<file path="src/hdl/risc_instruction_execute_unit_defines.svh">
// ----------------------------------------------------------------------------
// RISC execute unit assertion macros
// Shared concurrent assertion forms, sampled on clock and disabled in reset.
// ----------------------------------------------------------------------------
`ifndef RISC_INSTRUCTION_EXECUTE_UNIT_DEFINES_SVH
`define RISC_INSTRUCTION_EXECUTE_UNIT_DEFINES_SVH

// Same-cycle implication.
`define RIEU_ASSERT_IMP(label, cond, prop, msg) \
   label: assert property (@(posedge clock) disable iff (reset) (cond) |-> (prop)) \
      else $error(msg);

// Next-cycle implication.
`define RIEU_ASSERT_NEXT(label, cond, prop, msg) \
   label: assert property (@(posedge clock) disable iff (reset) (cond) |=> (prop)) \
      else $error(msg);

`endif

</file>
<file path="src/hdl/rieu_pkg.sv">
// ----------------------------------------------------------------------------
// RISC execute unit package
// Widths, opcodes, status codes and the structs shared by the unit's files.
// ----------------------------------------------------------------------------
package rieu_pkg;

   localparam int WORD_W     = 32;
   localparam int REG_COUNT  = 32;
   localparam int RF_ADDR_W  = 5;
   localparam int DATA_BASE  = 1024;
   localparam int DATA_WORDS = 1024;
   localparam int DM_ADDR_W  = (DATA_WORDS > 1) ? $clog2(DATA_WORDS) : 1;

   localparam logic [3:0] OP_ADD  = 4'd0;
   localparam logic [3:0] OP_SUB  = 4'd1;
   localparam logic [3:0] OP_MULI = 4'd2;
   localparam logic [3:0] OP_ADDI = 4'd3;
   localparam logic [3:0] OP_BNE  = 4'd4;
   localparam logic [3:0] OP_ANDI = 4'd5;
   localparam logic [3:0] OP_ORI  = 4'd6;
   localparam logic [3:0] OP_J    = 4'd7;
   localparam logic [3:0] OP_SLL  = 4'd8;
   localparam logic [3:0] OP_SRL  = 4'd9;
   localparam logic [3:0] OP_LW   = 4'd10;
   localparam logic [3:0] OP_SW   = 4'd11;

   localparam logic [1:0] STATUS_OK     = 2'd0;
   localparam logic [1:0] STATUS_RANGE  = 2'd1;
   localparam logic [1:0] STATUS_BAD_OP = 2'd2;

   typedef struct packed {
      logic [31:0] instruction_word;
   } req_type;

   typedef struct packed {
      logic [31:0]        next_pc;
      logic               branch_taken;
      logic               reg_written;
      logic [4:0]         dest_reg;
      logic [31:0]        write_value;
      logic               mem_written;
      logic signed [31:0] mem_address;
      logic [1:0]         status;
   } rsp_type;

   typedef struct packed {
      logic [WORD_W-1:0]    next_pc;
      logic                 taken;
      logic                 reg_wr;
      logic [RF_ADDR_W-1:0] dest_reg;
      logic [WORD_W-1:0]    value;
      logic                 load_ok;
      logic                 store_ok;
      logic [WORD_W-1:0]    mem_addr;
      logic [DM_ADDR_W-1:0] mem_index;
      logic [WORD_W-1:0]    store_data;
      logic [1:0]           status;
   } exec_type;

   typedef struct packed {
      logic                 en;
      logic [RF_ADDR_W-1:0] addr;
      logic [WORD_W-1:0]    data;
   } rf_wr_type;

   typedef struct packed {
      logic                 en;
      logic                 we;
      logic [DM_ADDR_W-1:0] addr;
      logic [WORD_W-1:0]    wdata;
   } dm_req_type;

endpackage

</file>
<file path="src/hdl/rieu_alu.sv">
// ----------------------------------------------------------------------------
// RISC execute unit ALU
// Decodes one instruction and computes its result, next program counter,
// effective address and status from the forwarded operands.
// ----------------------------------------------------------------------------
module rieu_alu (
   input  logic [rieu_pkg::WORD_W-1:0] instr,
   input  logic [rieu_pkg::WORD_W-1:0] pc,
   input  logic [rieu_pkg::WORD_W-1:0] opnd_x,
   input  logic [rieu_pkg::WORD_W-1:0] opnd_b,
   output rieu_pkg::exec_type          exe
);
   import rieu_pkg::*;

   logic [3:0]           op;
   logic [RF_ADDR_W-1:0] r1;
   logic [WORD_W-1:0]    imm;
   logic [WORD_W-1:0]    pc1;
   logic                 big_shift;
   logic [WORD_W-1:0]    maddr;
   logic [WORD_W:0]      offset;
   logic                 in_range;
   logic [WORD_W-1:0]    product;
   logic                 writes;
   logic                 has_dest;

   assign op        = instr[31:28];
   assign r1        = instr[27:23];
   assign imm       = {{14{instr[17]}}, instr[17:0]};
   assign pc1       = pc + 32'd1;
   assign big_shift = |instr[12:5];
   assign maddr     = opnd_b + imm;
   assign offset    = {1'b0, maddr} - 33'(DATA_BASE);
   assign in_range  = !offset[WORD_W] && (offset[WORD_W-1:0] < 32'(DATA_WORDS));
   assign product   = opnd_b * imm;

   always_comb begin
      exe            = '0;
      exe.next_pc    = pc1;
      exe.mem_index  = offset[DM_ADDR_W-1:0];
      exe.store_data = opnd_x;
      exe.status     = STATUS_OK;
      writes         = 1'b0;
      has_dest       = 1'b1;
      unique case (op)
         OP_ADD: begin
            exe.value = opnd_b + opnd_x;
            writes    = 1'b1;
         end
         OP_SUB: begin
            exe.value = opnd_b - opnd_x;
            writes    = 1'b1;
         end
         OP_MULI: begin
            exe.value = product;
            writes    = 1'b1;
         end
         OP_ADDI: begin
            exe.value = opnd_b + imm;
            writes    = 1'b1;
         end
         OP_BNE: begin
            has_dest = 1'b0;
            if (opnd_x != opnd_b) begin
               exe.next_pc = pc1 + imm;
               exe.taken   = 1'b1;
            end
         end
         OP_ANDI: begin
            exe.value = opnd_b & imm;
            writes    = 1'b1;
         end
         OP_ORI: begin
            exe.value = opnd_b | imm;
            writes    = 1'b1;
         end
         OP_J: begin
            has_dest    = 1'b0;
            exe.next_pc = {pc1[31:28], instr[27:0]};
            exe.taken   = 1'b1;
         end
         OP_SLL: begin
            exe.value = big_shift ? '0 : (opnd_b << instr[4:0]);
            writes    = 1'b1;
         end
         OP_SRL: begin
            exe.value = big_shift ? '0 : (opnd_b >> instr[4:0]);
            writes    = 1'b1;
         end
         OP_LW: begin
            exe.mem_addr = maddr;
            if (in_range) begin
               exe.load_ok = 1'b1;
               writes      = 1'b1;
            end else begin
               exe.status = STATUS_RANGE;
            end
         end
         OP_SW: begin
            has_dest     = 1'b0;
            exe.mem_addr = maddr;
            if (in_range) begin
               exe.store_ok = 1'b1;
            end else begin
               exe.status = STATUS_RANGE;
            end
         end
         default: begin
            has_dest   = 1'b0;
            exe.status = STATUS_BAD_OP;
         end
      endcase
      exe.dest_reg = has_dest ? r1 : '0;
      exe.reg_wr   = writes && (r1 != '0);
   end

endmodule

</file>
<file path="config.mk">
export PLATFORM = sky130hd
export DESIGN_NAME = rieu_alu
export DESIGN_NICKNAME = d
export VERILOG_FILES = /design/src/hdl/risc_instruction_execute_unit_defines.svh /design/src/hdl/rieu_pkg.sv /design/src/hdl/rieu_alu.sv
export SDC_FILE = /design/constraint.sdc
export NUM_CORES = 2
export LEC_CHECK = 0
export BUFFER_PORTS_ARGS = -buffer_cell sky130_fd_sc_hd__buf_2
export CAP_MARGIN = 5
export CORE_MARGIN = 1.5
export CORE_UTILIZATION = 43
export DETAILED_ROUTE_END_ITERATION = 8
export GPL_ROUTABILITY_DRIVEN = 0
export PLACE_DENSITY_LB_ADDON = 0.1
export SLEW_MARGIN = 10
export SYNTH_ARGS = -nofsm -noshare
export SYNTH_HDL_FRONTEND = slang
export SYNTH_SLANG_ARGS = --single-unit
</file>
<file path="constraint.sdc">
create_clock -name vclk -period 16.4
set_clock_uncertainty 0.2 [all_clocks]
set_input_delay 3.28 -clock vclk [all_inputs]
set_output_delay 3.28 -clock vclk [all_outputs]
set_load 0.005 [all_outputs]
</file>
==> qor.yml <==
yosysWarnings: 0
avgSynthCellArea_um2: 7.245
grt_pass1_vias: 24900
ctsResizeCount: 0
p_seq_frac: 0
die_y_um: 246.8
critPathCaptureType: "output pin"
slew_headroom: 0.2278
grt_start_max_net_pins: 79
grt-ovfl-total: 0
die_w_um: 246.8
yosysUniqueCellTypes: 90
powerDensity_mw_per_mm2: 183.0
syn2layout_area_growth_pct: 6.767
wire_per_inst_um: 23.55
seq_area_um2: 0
vias: 26070
grt_pass1_wl_um: 155600
p_leak_uw: 0.01335
final_core_util: 0.4631
ant_nets: 0
nClkBuffers: 0
timing.final.crit_share: 0.8816
diodes: 0
hold_ws_ns: 6.558
final_cell_count_no_fill: 4398
post-cts-setup-buffer-count: 0
crit_required_ns: 12.92
swShare: 0.6318
path_class: "input port to output pin"
rows: 89
fp.coreArea_mm2: 0.05891
cap_violations: 0
dpl.hpwl_um: 84560
drtIter0Drc: 2620
cts_hold_buffers: 0
dieArea_mm2: 0.06090
p_switching_uw: 3154
ir_drop_v: 0.0003593
fin_crit_ns: 14.46
synthCells: 3527
dr.pass1.iters: 9
drive_gt1_frac: 0.1103
pwr-share-clk: 0
hold_violations: 0
antenna_found_initial: 2
outcome: "complete, no violations"
final_area_mm2: 0.02728
hold_path.class: "input port to output pin"
layout.nets: 4345
dp.cells: 4398
yosysSeqAreaShare: 0
initial_core_util: 0.4338
crit_path_max_fanout: 23
finalMaxSlewViolations: 0
wl_um: 103600
fmax_mhz: 69.16
comb_power_share: 1.000
io_pins: 277
rsz0062_at_grt: "no"
start_kind: "input port"
setup_viol: 0
synth_fp_nets: 4245
drc: 0
setup_tns_ns: 0
p_int_uw: 1838
syn_area_mm2: 0.02555
io_buffers: 277
seq_cells: 0
gr-usage-all-layers: 0.3359
dpl-instance-area_mm2: 0.02728
cp.arrival_ns: 10.98
vias_per_cell: 5.928
worstMarginPinSlew_ns: 1.129
==> critical path: stages <==
cell and delay (ns):
buf_4 0.18, inv_1 0.78, buf_4 0.35, nor2_1 0.09, fa_1 0.51, inv_1 0.05, fa_1 0.49, inv_1 0.04
ha_1 0.27, inv_1 0.05, fa_1 0.49, inv_1 0.05, fa_1 0.52, inv_1 0.05, fa_1 0.47, inv_1 0.04
ha_1 0.34, nand3_1 0.15, a211oi_1 0.36, a211oi_1 0.19, o31ai_1 0.67, a21o_1 0.21, a21oi_1 0.07, xor2_1 0.15
nor2_1 0.09, a2111oi_0 0.66, o211ai_1 0.18, buf_2 0.18
==> cell usage in the layout (no fill, tap or decap), types with 16 or more instances in the layout <==
master,instances
a21oi_1,181
a221oi_1,47
xor2_1,51
a31oi_1,18
nor2b_1,29
o21a_1,21
o22ai_1,26
a21o_1,37
nand3_1,57
fa_1,337
nor2_1,450
inv_1,551
o211ai_1,28
ha_1,253
mux2i_1,54
o221ai_1,20
a22oi_1,32
xnor2_1,94
nand2_1,382
a211oi_1,36
buf_4,46
nand2b_1,40
buf_2,276
and3_1,27
nor3_1,42
o21ai_0,207
mux4_2,21
nand4_1,16
o21bai_1,25
==> stage by stage <==
stage / setup slack, ns / total power, uW
after floorplan: 2.659 / 3265
after global routing: 1.544 / 5416
after detailed placement: 1.997 / 4883
after global placement: 2.035 / 4921
after CTS: 1.970 / 4932
final: 1.941 / 4992
==> power by group through the flow <==
stage	Sequential [uW]	Clock (uW)	Combinational, uW
floorplan	0	0	3260
global placement	0	0	4920
detailed placement	0	0	4880
CTS	0	0	4930
global route	0	0	5420
finish	0	0	4990
==> cells by family after synthesis <==
logic type,synth area share
xor+xnor,0.04970
compound gates,0.2085
simple gates,0.1900
fa+ha+maj,0.3879
mux,0.04186
buf+inv,0.1220
==> cell usage after synthesis (10+ instances only) <==
master / count / area (um^2)
buf_4: 33 / 247.7
mux4_2: 21 / 473.0
o21ai_0: 207 / 1036
inv_1: 551 / 2068
a211oi_1: 36 / 270.3
nand2b_1: 40 / 250.2
or3_1: 15 / 93.84
o21a_1: 21 / 157.7
mux2i_1: 54 / 540.5
a2111oi_0: 12 / 105.1
a221o_1: 10 / 100.1
ha_1: 253 / 3166
nand3_1: 57 / 285.3
o31ai_1: 15 / 112.6
a211o_1: 15 / 131.4
nand2_1: 382 / 1434
xnor2_1: 94 / 823.3
a22oi_1: 32 / 240.2
a221oi_1: 47 / 411.6
and2_1: 13 / 81.33
nor2b_1: 29 / 181.4
buf_1: 28 / 105.1
nor3_1: 46 / 230.2
o221ai_1: 20 / 175.2
a21o_1: 37 / 277.8
nor4_1: 11 / 68.82
nor2_1: 452 / 1697
o211ai_1: 28 / 210.2
a21oi_1: 182 / 910.9
buf_2: 22 / 110.1
and3_1: 27 / 168.9
xor2_1: 51 / 446.7
nand4_1: 16 / 100.1
fa_1: 337 / 6746
o22ai_1: 26 / 162.7
a31oi_1: 18 / 112.6
o21bai_1: 25 / 187.7
clkbuf_1: 140 / 525.5
==> cell type report <==
class                      instances  area (um^2)
timing repair buffer             322         1727
inverter                         564         2117
tap                              773        967.2
fill                            6261        31630
multi-input combinational       2739        22470
==> path summary, 6_finish.rpt <==
check / start / end / slack, ns / depth (start not counted)
worst min-delay path: opnd_x[25] / exe[27] / 6.56 / 2
worst max-delay path: instr[1] / exe[101] / 1.94 / 28
==> layer usage <==
layer	global-route usage	part of all wire	vias up
met5	0	0.00013	-
met3	0.04439	0.086	225
li1	-	-	11880
met4	0.1221	0.044	2
met1	0.4629	0.42	12670
met2	0.5359	0.45	1301
Power figures use the tool's default switching activity.
