--- config.mk ---
export PLATFORM = sky130hd
export DESIGN_NAME = rieu_regfile
export DESIGN_NICKNAME = d
export VERILOG_FILES = /design/src/hdl/risc_instruction_execute_unit_defines.svh /design/src/hdl/rieu_pkg.sv /design/src/hdl/rieu_regfile.sv
export SDC_FILE = /design/constraint.sdc
export NUM_CORES = 1
export LEC_CHECK = 0
export BUFFER_PORTS_ARGS = -buffer_cell sky130_fd_sc_hd__buf_2
export CAP_MARGIN = 20
export CORE_MARGIN = 3
export CORE_UTILIZATION = 63
export CTS_BUF_LIST = sky130_fd_sc_hd__clkbuf_16
export DETAILED_ROUTE_END_ITERATION = 10
export PLACE_DENSITY = 0.86
export SYNTH_ARGS = -nofsm -noshare
export SYNTH_HDL_FRONTEND = slang
export SYNTH_SLANG_ARGS = --single-unit
--- constraint.sdc ---
create_clock -name clock -period 3.4 [get_ports clock]
set_input_delay 0.34 -clock clock [delete_from_list [all_inputs] [get_ports clock]]
set_output_delay 0.34 -clock clock [all_outputs]
set_load 0.005 [all_outputs]
--- src/hdl/risc_instruction_execute_unit_defines.svh ---
// ----------------------------------------------------------------------------
// RISC execute unit assertion macros
// Shared concurrent assertion forms, sampled on clock and disabled in reset.
// ----------------------------------------------------------------------------
`ifndef RISC_INSTRUCTION_EXECUTE_UNIT_DEFINES_SVH
`define RISC_INSTRUCTION_EXECUTE_UNIT_DEFINES_SVH

// Same-cycle implication.
`define RIEU_ASSERT_IMP(label, cond, prop, msg) \
   label: assert property (@(posedge clock) disable iff (reset) (cond) |-> (prop)) \
      else $error(msg);

// Next-cycle implication.
`define RIEU_ASSERT_NEXT(label, cond, prop, msg) \
   label: assert property (@(posedge clock) disable iff (reset) (cond) |=> (prop)) \
      else $error(msg);

`endif

--- src/hdl/rieu_pkg.sv ---
// ----------------------------------------------------------------------------
// RISC execute unit package
// Widths, opcodes, status codes and the structs shared by the unit's files.
// ----------------------------------------------------------------------------
package rieu_pkg;

   localparam int WORD_W     = 32;
   localparam int REG_COUNT  = 32;
   localparam int RF_ADDR_W  = 5;
   localparam int DATA_BASE  = 1024;
   localparam int DATA_WORDS = 1024;
   localparam int DM_ADDR_W  = (DATA_WORDS > 1) ? $clog2(DATA_WORDS) : 1;

   localparam logic [3:0] OP_ADD  = 4'd0;
   localparam logic [3:0] OP_SUB  = 4'd1;
   localparam logic [3:0] OP_MULI = 4'd2;
   localparam logic [3:0] OP_ADDI = 4'd3;
   localparam logic [3:0] OP_BNE  = 4'd4;
   localparam logic [3:0] OP_ANDI = 4'd5;
   localparam logic [3:0] OP_ORI  = 4'd6;
   localparam logic [3:0] OP_J    = 4'd7;
   localparam logic [3:0] OP_SLL  = 4'd8;
   localparam logic [3:0] OP_SRL  = 4'd9;
   localparam logic [3:0] OP_LW   = 4'd10;
   localparam logic [3:0] OP_SW   = 4'd11;

   localparam logic [1:0] STATUS_OK     = 2'd0;
   localparam logic [1:0] STATUS_RANGE  = 2'd1;
   localparam logic [1:0] STATUS_BAD_OP = 2'd2;

   typedef struct packed {
      logic [31:0] instruction_word;
   } req_type;

   typedef struct packed {
      logic [31:0]        next_pc;
      logic               branch_taken;
      logic               reg_written;
      logic [4:0]         dest_reg;
      logic [31:0]        write_value;
      logic               mem_written;
      logic signed [31:0] mem_address;
      logic [1:0]         status;
   } rsp_type;

   typedef struct packed {
      logic [WORD_W-1:0]    next_pc;
      logic                 taken;
      logic                 reg_wr;
      logic [RF_ADDR_W-1:0] dest_reg;
      logic [WORD_W-1:0]    value;
      logic                 load_ok;
      logic                 store_ok;
      logic [WORD_W-1:0]    mem_addr;
      logic [DM_ADDR_W-1:0] mem_index;
      logic [WORD_W-1:0]    store_data;
      logic [1:0]           status;
   } exec_type;

   typedef struct packed {
      logic                 en;
      logic [RF_ADDR_W-1:0] addr;
      logic [WORD_W-1:0]    data;
   } rf_wr_type;

   typedef struct packed {
      logic                 en;
      logic                 we;
      logic [DM_ADDR_W-1:0] addr;
      logic [WORD_W-1:0]    wdata;
   } dm_req_type;

endpackage

--- src/hdl/rieu_regfile.sv ---
// ----------------------------------------------------------------------------
// RISC execute unit register file
// Register array with one write port, two registered read ports and a valid
// bit per entry so that unwritten registers, and R0, read as zero.
// ----------------------------------------------------------------------------
module rieu_regfile (
   input  logic                             clock,
   input  logic                             reset,
   input  rieu_pkg::rf_wr_type              wr,
   input  logic                             rd_en,
   input  logic [rieu_pkg::RF_ADDR_W-1:0]   rd_addr_x,
   input  logic [rieu_pkg::RF_ADDR_W-1:0]   rd_addr_b,
   output logic [rieu_pkg::WORD_W-1:0]      rd_data_x,
   output logic [rieu_pkg::WORD_W-1:0]      rd_data_b
);
   import rieu_pkg::*;

   logic [WORD_W-1:0]    mem [REG_COUNT];
   logic [REG_COUNT-1:0] valid_ff;
   logic [WORD_W-1:0]    rd_x_ff;
   logic [WORD_W-1:0]    rd_b_ff;
   logic                 rd_vx_ff;
   logic                 rd_vb_ff;

   always_ff @(posedge clock) begin
      if (wr.en) begin
         mem[wr.addr] <= wr.data;
      end
      if (rd_en) begin
         rd_x_ff <= mem[rd_addr_x];
         rd_b_ff <= mem[rd_addr_b];
      end
   end

   always_ff @(posedge clock) begin
      if (reset) begin
         valid_ff <= '0;
         rd_vx_ff <= 1'b0;
         rd_vb_ff <= 1'b0;
      end else begin
         if (wr.en && (wr.addr != '0)) begin
            valid_ff[wr.addr] <= 1'b1;
         end
         if (rd_en) begin
            rd_vx_ff <= valid_ff[rd_addr_x];
            rd_vb_ff <= valid_ff[rd_addr_b];
         end
      end
   end

   assign rd_data_x = rd_vx_ff ? rd_x_ff : '0;
   assign rd_data_b = rd_vb_ff ? rd_b_ff : '0;

endmodule

==> results.py <==
metrics = {
    "clocking": {
        "post_cts.repair.setup_buffers": 0,
        "cts_max_level": 3,
        "clkSinkCount": 1122,
        "cts-root-buf": "sky130_fd_sc_hd__clkbuf_16",
        "worst_skew_pair.late_latency_ps": 700,
        "clk_pin_slew_ps": 70,
        "cts_hold_buffers": 0,
        "clock_buffers_created_by_tritoncts": 108,
        "tritoncts_clock_tree": "built",
        "clk_path_buf_depth": 3,
        "ctsResizeCount": 0,
    },
    "worst_setup_path": {
        "worst_ep_required_time_ps": 3060,
        "critical_path_class": "register to primary output",
        "worst_setup_path_end_kind": "primary output",
        "crit_fanout": 24,
        "sort_of_element_at_the_start_of_the_critical_path": "register",
        "r2r-end": "rd_b_ff[28]",
        "worst-r2r-cell-count": 3,
        "critical_path_arrival_ps": 2400,
        "setup.reg_to_reg.worst_slack_ps": 1230,
        "rr_startpoint": "mem[11][28]",
    },
    "route": {
        "pre_repair_dr_iteration_count": 9,
        "detail-route-antenna-nets": 0,
        "met2_length_um": 72000,
        "detail_route.drc_violations": 0,
        "wirelength_met1_um": 46100,
        "top_sig_layer": "met5",
        "wirelength_um": 155000,
        "met3RoutedLength_um": 26200,
        "wire_per_inst_um": 43.4,
        "starting_drt_drc_count": 5287,
        "vias_per_cell": 8.10,
        "via_count": 29000,
    },
    "grt": {
        "grt_pass1_wl_um": 223000,
        "grt_antenna_before_repair": 7,
        "grt-ovfl-total": 0,
        "grt_start_max_net_pins": 73,
        "first_global_vias": 30600,
        "gr-usage-all-layers": 0.375,
    },
    "logic_synthesis": {
        "synth_top_area_cell": "sky130_fd_sc_hd__edfxtp_1",
        "async_flop_share": 0,
        "number_of_flops_mapped_to_enable_cells_by_yosys": 1088,
        "yosysWarningCount": 0,
        "synth_top_area_share": 0.644,
        "most_used_flip_flop_cell_after_synthesis": "sky130_fd_sc_hd__edfxtp_1",
        "synth_cell_type_count": 26,
        "mappedNetlistNets": 2298,
        "synth_area_per_cell_um2": 22.6,
        "yosysSeqAreaShare": 0.657,
        "synthTopCellsByArea": "sky130_fd_sc_hd__edfxtp_1 64%, sky130_fd_sc_hd__mux4_2 28%, sky130_fd_sc_hd__mux2_2 1.4%, sky130_fd_sc_hd__dfxtp_1 1.3%, sky130_fd_sc_hd__and2_1 0.81%",
        "synthesis.area_um2": 50700,
        "synth_seq_cells": 1122,
        "syn_inst": 2247,
    },
    "job": {
        "maxCapViolations": 0,
    },
    "outcome": {
        "run_status": "completed",
    },
    "sta": {
        "post-route-period-util": 0.807,
        "finalMaxSlewViolations": 0,
        "tightest_slew_ps": 1210,
        "worst_clock_skew_ps": 34.5,
        "setup-violations-final": 0,
        "finalHoldViolations": 0,
        "fin_crit_ps": 2740,
        "max_slew_margin": 0.194,
        "fmax_mhz": 365,
        "final.setup.tns_ps": 0,
        "grt_setup_unrepaired": "false",
    },
    "power": {
        "pwr-share-comb": 0.080,
        "net_switching_power_mw": 6.80,
        "share_of_total_power_consumed_by_net_switching": 0.222,
        "clkPwrFrac": 0.412,
        "power.sequential.fraction": 0.509,
        "power.internal_mw": 23.8,
        "peakVddDrop_uv": 521,
        "power.density_nw_per_um2": 535,
        "p_leak_nw": 18.3,
    },
    "floorplan": {
        "starting_density_of_the_core": 0.639,
        "core.rowCount": 103,
        "overall_die_height_um": 290,
        "die_x_um": 290,
        "die_area_um2": 84000,
        "io_pins": 115,
        "fp.coreArea_um2": 79400,
    },
    "finish": {
        "post_route_cells_drive_above_1_share": 0.457,
        "fillerInstances": 4071,
        "syn_to_final_growth_pct": 12.9,
        "final_cells": 3585,
        "finish.net_count": 2491,
    },
    "placement": {
        "place.port_buffers": 114,
        "global_placer_s_final_weighted_congestion": 0.813,
        "place_inst": 3380,
        "hpwl_um": 80400,
    },
    "hold_path": {
        "holdPathStages": 1,
        "holdPathEnd": "mem[1][6]",
        "min_from": "wr[6]",
        "min_path_type": "input pin to register",
    },
}
==> layout make-up <==
| cell class | instances | area (um^2) | area share |
|---|---|---|---|
| Timing Repair Buffer | 249 | 2090 | 0.0366 |
| Tap cell | 1050 | 1310 | 0.0229 |
| Antenna cell | 2 | 5.00 | 0.0000873 |
| Clock inverter | 91 | 895 | 0.0156 |
| Multi-Input combinational cell | 959 | 16800 | 0.294 |
| Sequential cell | 1122 | 33400 | 0.582 |
| Clock buffer | 112 | 2800 | 0.0489 |
==> synthesized netlist by cell type, drive strengths merged (2+ instances only) <==
cell type,n
edfxtp,1088
nand2,11
nand2b,3
nand3,9
nor2b,5
clkbuf,77
and2,66
mux2i,32
mux4,640
a311oi,2
mux2,64
dfxtp,34
a211oi,2
nor2,99
a21oi,6
nand3b,5
a22oi,7
and3,2
or3b,3
buf,89
==> layout by cell type, fill, tap and decap left out, types with 28 or more instances in the layout <==
master                      Yosys  final
sky130_fd_sc_hd__and2_1        66     66
sky130_fd_sc_hd__buf_12         0     36
sky130_fd_sc_hd__buf_2         48    105
sky130_fd_sc_hd__buf_4          1    102
sky130_fd_sc_hd__clkbuf_16      0    112
sky130_fd_sc_hd__clkinv_2       0     28
sky130_fd_sc_hd__dfxtp_1       34     32
sky130_fd_sc_hd__edfxtp_1    1088   1088
sky130_fd_sc_hd__mux2_2        64     64
sky130_fd_sc_hd__mux2i_1       32     32
sky130_fd_sc_hd__mux4_2       640    640
sky130_fd_sc_hd__nor2_1        99     67
sky130_fd_sc_hd__nor2_4         0     32
==> how the worst max path moves through the flow <==
stage            startpoint       endpoint  slack, ps  cells past startpoint
6_report           rd_vx_ff   rd_data_x[1]        660                      3
5_1_grt            rd_vx_ff   rd_data_x[1]        720                      3
4_1_cts            rd_vb_ff  rd_data_b[12]        700                      2
3_5_place_dp   rd_addr_x[0]     rd_x_ff[9]        650                      5
3_3_place_gp   rd_addr_x[0]    rd_x_ff[23]        700                      5
2_1_floorplan        wr[32]     mem[12][0]        590                      3
==> critical path, cell delays in order, from the launching register on <==
cell                      delay, ps
sky130_fd_sc_hd__dfxtp_2       1020
sky130_fd_sc_hd__buf_4          350
sky130_fd_sc_hd__and2_1         200
sky130_fd_sc_hd__buf_2          140
==> routing by layer <==
layer | up-vias | track usage
met1 | 14700 | 0.483
li1 | 10300 | -
met3 | 839 | 0.137
met5 | - | 0
met4 | 10 | 0.213
met2 | 3203 | 0.563
==> logic make-up (layout without fill, tap and decap cells) <==
group                  count (synthesis)  count (layout)  synth area share
AO/OA/AOI/OAI                         18              18           0.00244
buffers and inverters                166             452            0.0159
flip-flops                          1122            1122             0.657
multiplexers                         736             736             0.305
other                                  0               2                 0
AND/OR/NAND/NOR                      205             205            0.0199
==> sequential cells by signal, indices dropped and copies added (netlist names) <==
signal / count
rd_b_ff: 32
valid_ff: 32
rd_vx_ff: 1
rd_vb_ff: 1
mem: 1024
rd_x_ff: 32
==> power groups by stage <==
| stage | Sequential, mW | Combinational, mW | Clock [mW] |
|---|---|---|---|
| detailed placement | 15.9 | 2.32 | 0 |
| global route | 15.6 | 2.52 | 13.1 |
| finish | 15.6 | 2.44 | 12.6 |
| CTS | 15.6 | 2.40 | 12.6 |
| global placement | 15.8 | 2.24 | 0 |
| floorplan | 15.8 | 1.52 | 0 |
==> through the flow <==
step	setup slack, ps	power [mW]	utilization	hold WS [ps]	cell area, um^2
finish	658	30.6	0.722	145	57300
global route	720	31.2	0.722	161	57300
CTS	698	30.6	0.722	120	57300
detailed placement	654	18.2	0.675	490	53600
global placement	701	18.1	0.675	472	53600
floorplan	594	17.3	-	439	50700
(Power assumes the default switching activity.)
